**config.mk**
```make
export PLATFORM = sky130hd
export DESIGN_NAME = c8x_ctrl
export DESIGN_NICKNAME = d
export VERILOG_FILES = /design/src/design/c8x_pkg.sv /design/src/design/c8x_ctrl.sv
export SDC_FILE = /design/constraint.sdc
export NUM_CORES = 1
export LEC_CHECK = 0
export ABC_AREA = 1
export BUFFER_PORTS_ARGS = -buffer_cell sky130_fd_sc_hd__clkbuf_2
export CAP_MARGIN = 25
export CORE_AREA = 4 4 41 43
export DETAILED_ROUTE_END_ITERATION = 10
export DIE_AREA = 0 0 45 47
export PLACE_DENSITY = 0.47
export REMOVE_ABC_BUFFERS = 1
export SLEW_MARGIN = 20
export SYNTH_ARGS = -nofsm -noshare
export SYNTH_HDL_FRONTEND = slang
export SYNTH_SLANG_ARGS = --single-unit
```
**constraint.sdc**
```tcl
create_clock -name clk -period 2.5 [get_ports clk]
set_input_delay 0.375 -clock clk [delete_from_list [all_inputs] [get_ports clk]]
set_output_delay 0.375 -clock clk [all_outputs]
set_load 0.02 [all_outputs]
```
**src/design/c8x_pkg.sv**
```systemverilog
// Package with the shared types, opcodes and state codes of the CHIP-8 execute unit.
`default_nettype none
package c8x_pkg;

  // Operation codes carried in the kind field.
  typedef enum logic [5:0] {
    OP_NOP = 6'd0, OP_CLS = 6'd1, OP_RET = 6'd2, OP_JP = 6'd3, OP_CALL = 6'd4,
    OP_SE_KK = 6'd5, OP_SNE_KK = 6'd6, OP_SE_XY = 6'd7, OP_LD_KK = 6'd8,
    OP_ADD_KK = 6'd9, OP_LD_XY = 6'd10, OP_OR = 6'd11, OP_AND = 6'd12,
    OP_XOR = 6'd13, OP_ADD_XY = 6'd14, OP_SUB = 6'd15, OP_SHR = 6'd16,
    OP_SUBN = 6'd17, OP_SHL = 6'd18, OP_SNE_XY = 6'd19, OP_LD_I = 6'd20,
    OP_JP_V0 = 6'd21, OP_RND = 6'd22, OP_DRW = 6'd23, OP_SKP = 6'd24,
    OP_SKNP = 6'd25, OP_LD_DT = 6'd26, OP_LD_K = 6'd27, OP_SET_DT = 6'd28,
    OP_SET_ST = 6'd29, OP_ADD_I = 6'd30, OP_LD_F = 6'd31, OP_BCD = 6'd32,
    OP_STORE = 6'd33, OP_LOAD = 6'd34, OP_HOST_WR = 6'd35
  } op_t;

  // Controller states.
  typedef enum logic [2:0] {
    ST_IDLE, ST_EXEC, ST_LOOP, ST_WAIT, ST_CLEAR, ST_DONE
  } state_t;

  // One input word.
  typedef struct packed {
    logic [5:0]  kind;
    logic [15:0] instr;
    logic [15:0] key_mask;
    logic [7:0]  random_byte;
    logic [7:0]  delay_now;
    logic [11:0] load_addr;
    logic [7:0]  load_data;
  } in_word_t;

  // One result word.
  typedef struct packed {
    logic [11:0] pc_value;
    logic        redraw;
    logic        delay_set;
    logic [7:0]  delay_value;
    logic        sound_set;
    logic [7:0]  sound_value;
  } out_word_t;

  // Commands from the controller to the datapath.
  typedef struct packed {
    logic load;     // capture the input word
    logic exec;     // perform operations that need no loop
    logic loop_rd;  // issue memory read and write for loop step
    logic loop_wr;  // consume read data / update registers for loop step
    logic clr_row;  // clear one display row
    logic finish;   // final register updates
  } dp_cmd_t;

  // Status from the datapath to the controller.
  typedef struct packed {
    logic multi;     // operation needs the loop
    logic is_cls;
    logic last_step; // current loop step is the last one
  } dp_stat_t;

  localparam int SCREEN_W = 64;
  localparam int SCREEN_H = 32;

endpackage
`default_nettype wire

```
**src/design/c8x_ctrl.sv**
```systemverilog
// Controller state machine that sequences one operation through the datapath.
`default_nettype none
module c8x_ctrl (
  input  wire                 clk,
  input  wire                 rst,
  input  wire                 in_valid,
  output logic                in_ready,
  output logic                out_valid,
  input  wire                 out_ready,
  input  c8x_pkg::dp_stat_t   stat,
  output c8x_pkg::dp_cmd_t    cmd
);
  import c8x_pkg::*;

  state_t state, state_next;

  // State register.
  always_ff @(posedge clk) begin
    if (rst) state <= ST_IDLE;
    else     state <= state_next;
  end

  // Next state and commands.
  always_comb begin
    state_next = state;
    cmd = '0;
    in_ready = 1'b0;
    out_valid = 1'b0;
    case (state)
      ST_IDLE: begin
        in_ready = 1'b1;
        if (in_valid) begin
          cmd.load = 1'b1;
          state_next = ST_EXEC;
        end
      end
      ST_EXEC: begin
        if (stat.is_cls) state_next = ST_CLEAR;
        else if (stat.multi) begin
          cmd.loop_rd = 1'b1;
          state_next = ST_LOOP;
        end else begin
          cmd.exec = 1'b1;
          state_next = ST_DONE;
        end
      end
      ST_LOOP: begin
        cmd.loop_wr = 1'b1;
        if (stat.last_step) begin
          cmd.finish = 1'b1;
          state_next = ST_DONE;
        end else state_next = ST_WAIT;
      end
      ST_WAIT: begin
        cmd.loop_rd = 1'b1;
        state_next = ST_LOOP;
      end
      ST_CLEAR: begin
        cmd.clr_row = 1'b1;
        if (stat.last_step) state_next = ST_DONE;
      end
      ST_DONE: begin
        out_valid = 1'b1;
        if (out_ready) state_next = ST_IDLE;
      end
      default: state_next = ST_IDLE;
    endcase
  end

`ifndef SYNTHESIS
  a_ready_idle: assert property (@(posedge clk) disable iff (rst)
    in_ready |-> !out_valid) else $error("ready while result pending");
  a_load_to_exec: assert property (@(posedge clk) disable iff (rst)
    cmd.load |=> state == ST_EXEC) else $error("load not followed by exec");
  a_hold_out: assert property (@(posedge clk) disable iff (rst)
    out_valid && !out_ready |=> out_valid) else $error("result dropped");
`endif
endmodule
`default_nettype wire

```
; Yosys cells after proc, flatten, opt, wreduce, memory -nomap -nowiden
; Cells that the tools add are included.
[word_totals]
register_bits = 3
latchBits = 0
ramBits = 0
rom_bits = 0
inputBits = 7
out_inout_bits = 8
wordCells = 31
mem_count = 0
[classes]
n_addsub = 0
n_mul = 0
n_div = 0
order_cmp = 0
n_eq_ne = 8
shifts = 0
mux = 20
n_bitwise = 0
reduce_logical = 2
[op_table]
columns = cell, count
row1 = $mux 3, 6
row2 = $pmux 3 s6, 1
row3 = $mux 1, 11
row4 = $eq 3x2->1 const B, 2
row5 = $eq 3x3->1 const B, 2
row6 = $ne 2x2->1 const B, 3
row7 = $eq 3x1->1 const B, 1
row8 = $logic_not 3->1, 1
row9 = $reduce_and 3->1, 1
row10 = $mux 2, 1
row11 = $pmux 1 s2, 1

; Longest topological paths before layout
[logic_depth]
word_depth = 3
mapped_depth = 6
mapped_depth_nobuf = 6

; Least setup slack after synthesis
; OpenSTA, ideal clock, no wires.
[synth_path]
path_kind = reg-to-output
start = register state[1]
end = output cmd[5] in the netlist's numbering
arrival_time_ps = 858
path_slack_ps = 1267
path_stages_with_launch = 4
cell_sequence = dfxtp_1 nor2_2 nand2_1 nor2_1
[synth_lines]
columns = item, line_no
row1 = "start, declared", c8x_ctrl.sv:15  ; state_t state, state_next;
row2 = "start signal, assigned", c8x_ctrl.sv:20  ; else state <= state_next;
row3 = "end, declared", c8x_ctrl.sv:11  ; output c8x_pkg::dp_cmd_t cmd

==> flow_summary_export.csv <==
group,metric,value,unit
sta,tns,0,ns
detailed_routing,ant_nets,0,
detailed_routing,viasPerCell,4.154,
power_and_ir_drop,p_int,0.2090,mW
logic_synthesis,synth_top_family_by_area,"simple AND/OR/NAND/NOR gates",
sta,maxSlewViolCount,0,
floorplan,fp.dieW,45,um
layout,layout_common_cells,"clkbuf_2, inv_1, nand2_1",
layout,diodes,0,
placement,hpwl,551.1,um
logic_synthesis,yosysWarningCount,0,
logic_synthesis,ys_ff_latch,3,
placement,globalplace.congestion,0.7430,
setup_path,path_cells,"inv_2 -> nor2_2 -> inv_1 -> a21oi_2 -> clkbuf_2",
logic_synthesis,synth_cell_types,12,
detailed_routing,vias,324,
floorplan,die_y,47,um
sta,max_freq,643.8,MHz
floorplan,io_pins,15,
floorplan,rows,13,
clocking,cts_setup_buffers,0,
logic_synthesis,synth_compound_area_share,12.21,%
clocking,clockBufferDepth,2,
layout,final_core_util,29.33,%
sta,post-route-period-util,62.13,%
setup_path,r2r_end,"state[0]$_SDFFE_PP0P_",
setup_path,crit_buf_inv,3,
placement,port_buffers,14,
detailed_routing,route.detailed.drc,0,
global_routing,grt_pass1_vias,266,
logic_synthesis,synth_area,266.5,um2
setup_path,r2r-start,"state[2]$_SDFFE_PP0P_",
logic_synthesis,synth_simple_gate_area_share,45.54,%
setup_path,worst-path-stages,5,
layout,final_net_count,71,
layout,drive_above_1_share,44.44,%
sta,rsz0062_at_grt,"no",
clocking,cts_tree,"done",
sta,finalCriticalPeriod,1.553,ns
global_routing,met2_usage,9.040,%
detailed_routing,wire_per_inst,8.308,um
detailed_routing,drt_iter0_markers,4,
power_and_ir_drop,p_leak,0.2274,nW
setup_path,startpoint_type,"flip-flop",
power_and_ir_drop,power_frac_seq,20.3,%
global_routing,grt_first_pass_wirelength,1.007,mm
logic_synthesis,synth-xor-area-share,0,%
setup_path,cp_max_fo,3,
clocking,cts_resized,0,
outcome,status,"completed",
setup_path,critPathCaptureType,"primary output",
setup_path,cp.required,2.12,ns
power_and_ir_drop,switching_share,50.73,%
clocking,insertion_delay,0.23,ns
clocking,cts_made_buffers,3,
layout,top_register,"state",
power_and_ir_drop,pwr-share-comb,59.9,%
sta,setup_violations,0,
setup_path,critPathCapture,"cmd[3]",
sta,hold_viol_final,0,
global_routing,grt_max_degree,7,
clocking,cts_sinks,3,
clocking,cts_max_level,1,
layout,area_growth,43.19,%
logic_synthesis,synth_fa_ha_area_share,0,%
clocking,clk_pin_slew_worst_paths,0.04,ns
setup_path,max_stage_delay,0.38,ns
min_path,hp-class,"input port to flip-flop",
power_and_ir_drop,vdd_drop_max,0.0003345,V
global_routing,antenna_found_initial,0,
global_routing,overflow,0,
setup_path,crit_slowest_cell,"dfxtp_1",
sta,worst_pin_slew,0.2021,ns
power_and_ir_drop,power-per-cell-area,1111,nW/um2
power_and_ir_drop,power_switching,0.2152,mW
setup_path,r2r_cells,5,
sta,finClkSkew,0.0003058,ns
global_routing,grt-busiest-layer,"met2",
global_routing,grt_use_met3,1.533,%
power_and_ir_drop,clockPowerShare,19.8,%
logic_synthesis,avgSynthCellArea,5.922,um2
layout,largest_reg_flops,3,
sta,relSlewSlack,86.48,%
clocking,root_buffer,"clkbuf_4",
detailed_routing,first_pass_iters,4,
layout,reg_top3,"state x3",
flow_run,maxCapViolations,0,
logic_synthesis,synth_cells,45,
floorplan,start_util,20.48,%
detailed_routing,drt-total-wl,648,um
setup_path,crit_arrival,1.18,ns
logic_synthesis,synthMuxAreaShare,0,%
setup_path,rrSetupSlack,1.44,ns
floorplan,fp.coreArea,1301,um2
global_routing,grt_usage,6.877,%
floorplan,die-area,2115,um2
logic_synthesis,yosysSeqAreaShare,22.54,%
global_routing,use_met1,8.884,%
setup_path,cpLargestDelayFamily,"flip-flops",
setup_path,critPathKind,"flip-flop to primary output",
layout,layout_commonest_cell,"clkbuf_2",
clocking,hold_buffers,0,
setup_path,cp-startpoint,"state[0]$_SDFFE_PP0P_",
## cell families (layout without fill, tap and decap cells)
kind of cell           after synthesis  in the layout
AO/OA/AOI/OAI                        5              5
buffers and inverters               14             32
flip-flops                           3              3
AND/OR/NAND/NOR                     23             23
## metrics by stage
step           cell area, um2  hold slack (ns)  total power, mW  cells  setup slack [ns]
4_1_cts                 381.6           0.3260           0.4302     78            0.9323
3_5_place_dp            355.3           0.5749           0.3413     74             1.188
3_3_place_gp            355.3           0.5740           0.3442     74             1.204
6_report                381.6           0.3325           0.4242     78            0.9467
2_1_floorplan           266.5           0.4374           0.2769     45             1.267
5_1_grt                 381.6           0.3326           0.4628     78            0.8544
## power by group through the flow
stage          sequential [mW]  clock [mW]  combinational (mW)
5_1_grt                 0.0887      0.0922               0.282
3_5_place_dp            0.0866           0               0.255
4_1_cts                 0.0857      0.0885               0.256
6_report                0.0862      0.0841               0.254
3_3_place_gp            0.0867           0               0.258
2_1_floorplan           0.0834           0               0.194
## metal layers
layer  vias up  part of all wire [%]
li1        172                     -
met1       136                    47
met2        14                    41
met3         2                   9.4
met4         0                   2.6
met5         -                     0
## how the worst min path moves through the flow
stage                     start                    end  slack [ns]  depth (start not counted)
after floorplan             rst  state[1]$_SDFFE_PP0P_        0.44                          1
after global placement      rst  state[1]$_SDFFE_PP0P_        0.57                          2
after detailed placement    rst  state[1]$_SDFFE_PP0P_        0.57                          2
after CTS                   rst  state[1]$_SDFFE_PP0P_        0.33                          2
after global routing        rst  state[1]$_SDFFE_PP0P_        0.33                          2
final                       rst  state[1]$_SDFFE_PP0P_        0.33                          2
## synth_stat cells (all sizes together)
library cell | instances | area, um2
dfxtp | 3 | 60.06
inv | 14 | 52.55
nor2 | 6 | 30.03
a21oi | 5 | 32.53
nand4 | 2 | 12.51
nand3 | 6 | 30.03
nor3 | 1 | 16.27
nand2 | 8 | 32.54
## cell type report
| class | count | area, um2 |
|---|---|---|
| Clock buffer | 4 | 26.28 |
| Fill cell | 159 | 919.6 |
| Inverter | 14 | 52.55 |
| Multi-Input combinational cell | 28 | 153.9 |
| Sequential cell | 3 | 60.06 |
| Tap cell | 15 | 18.77 |
| Timing Repair Buffer | 14 | 70.07 |
Note: power is estimated with default switching activity, not from simulation.
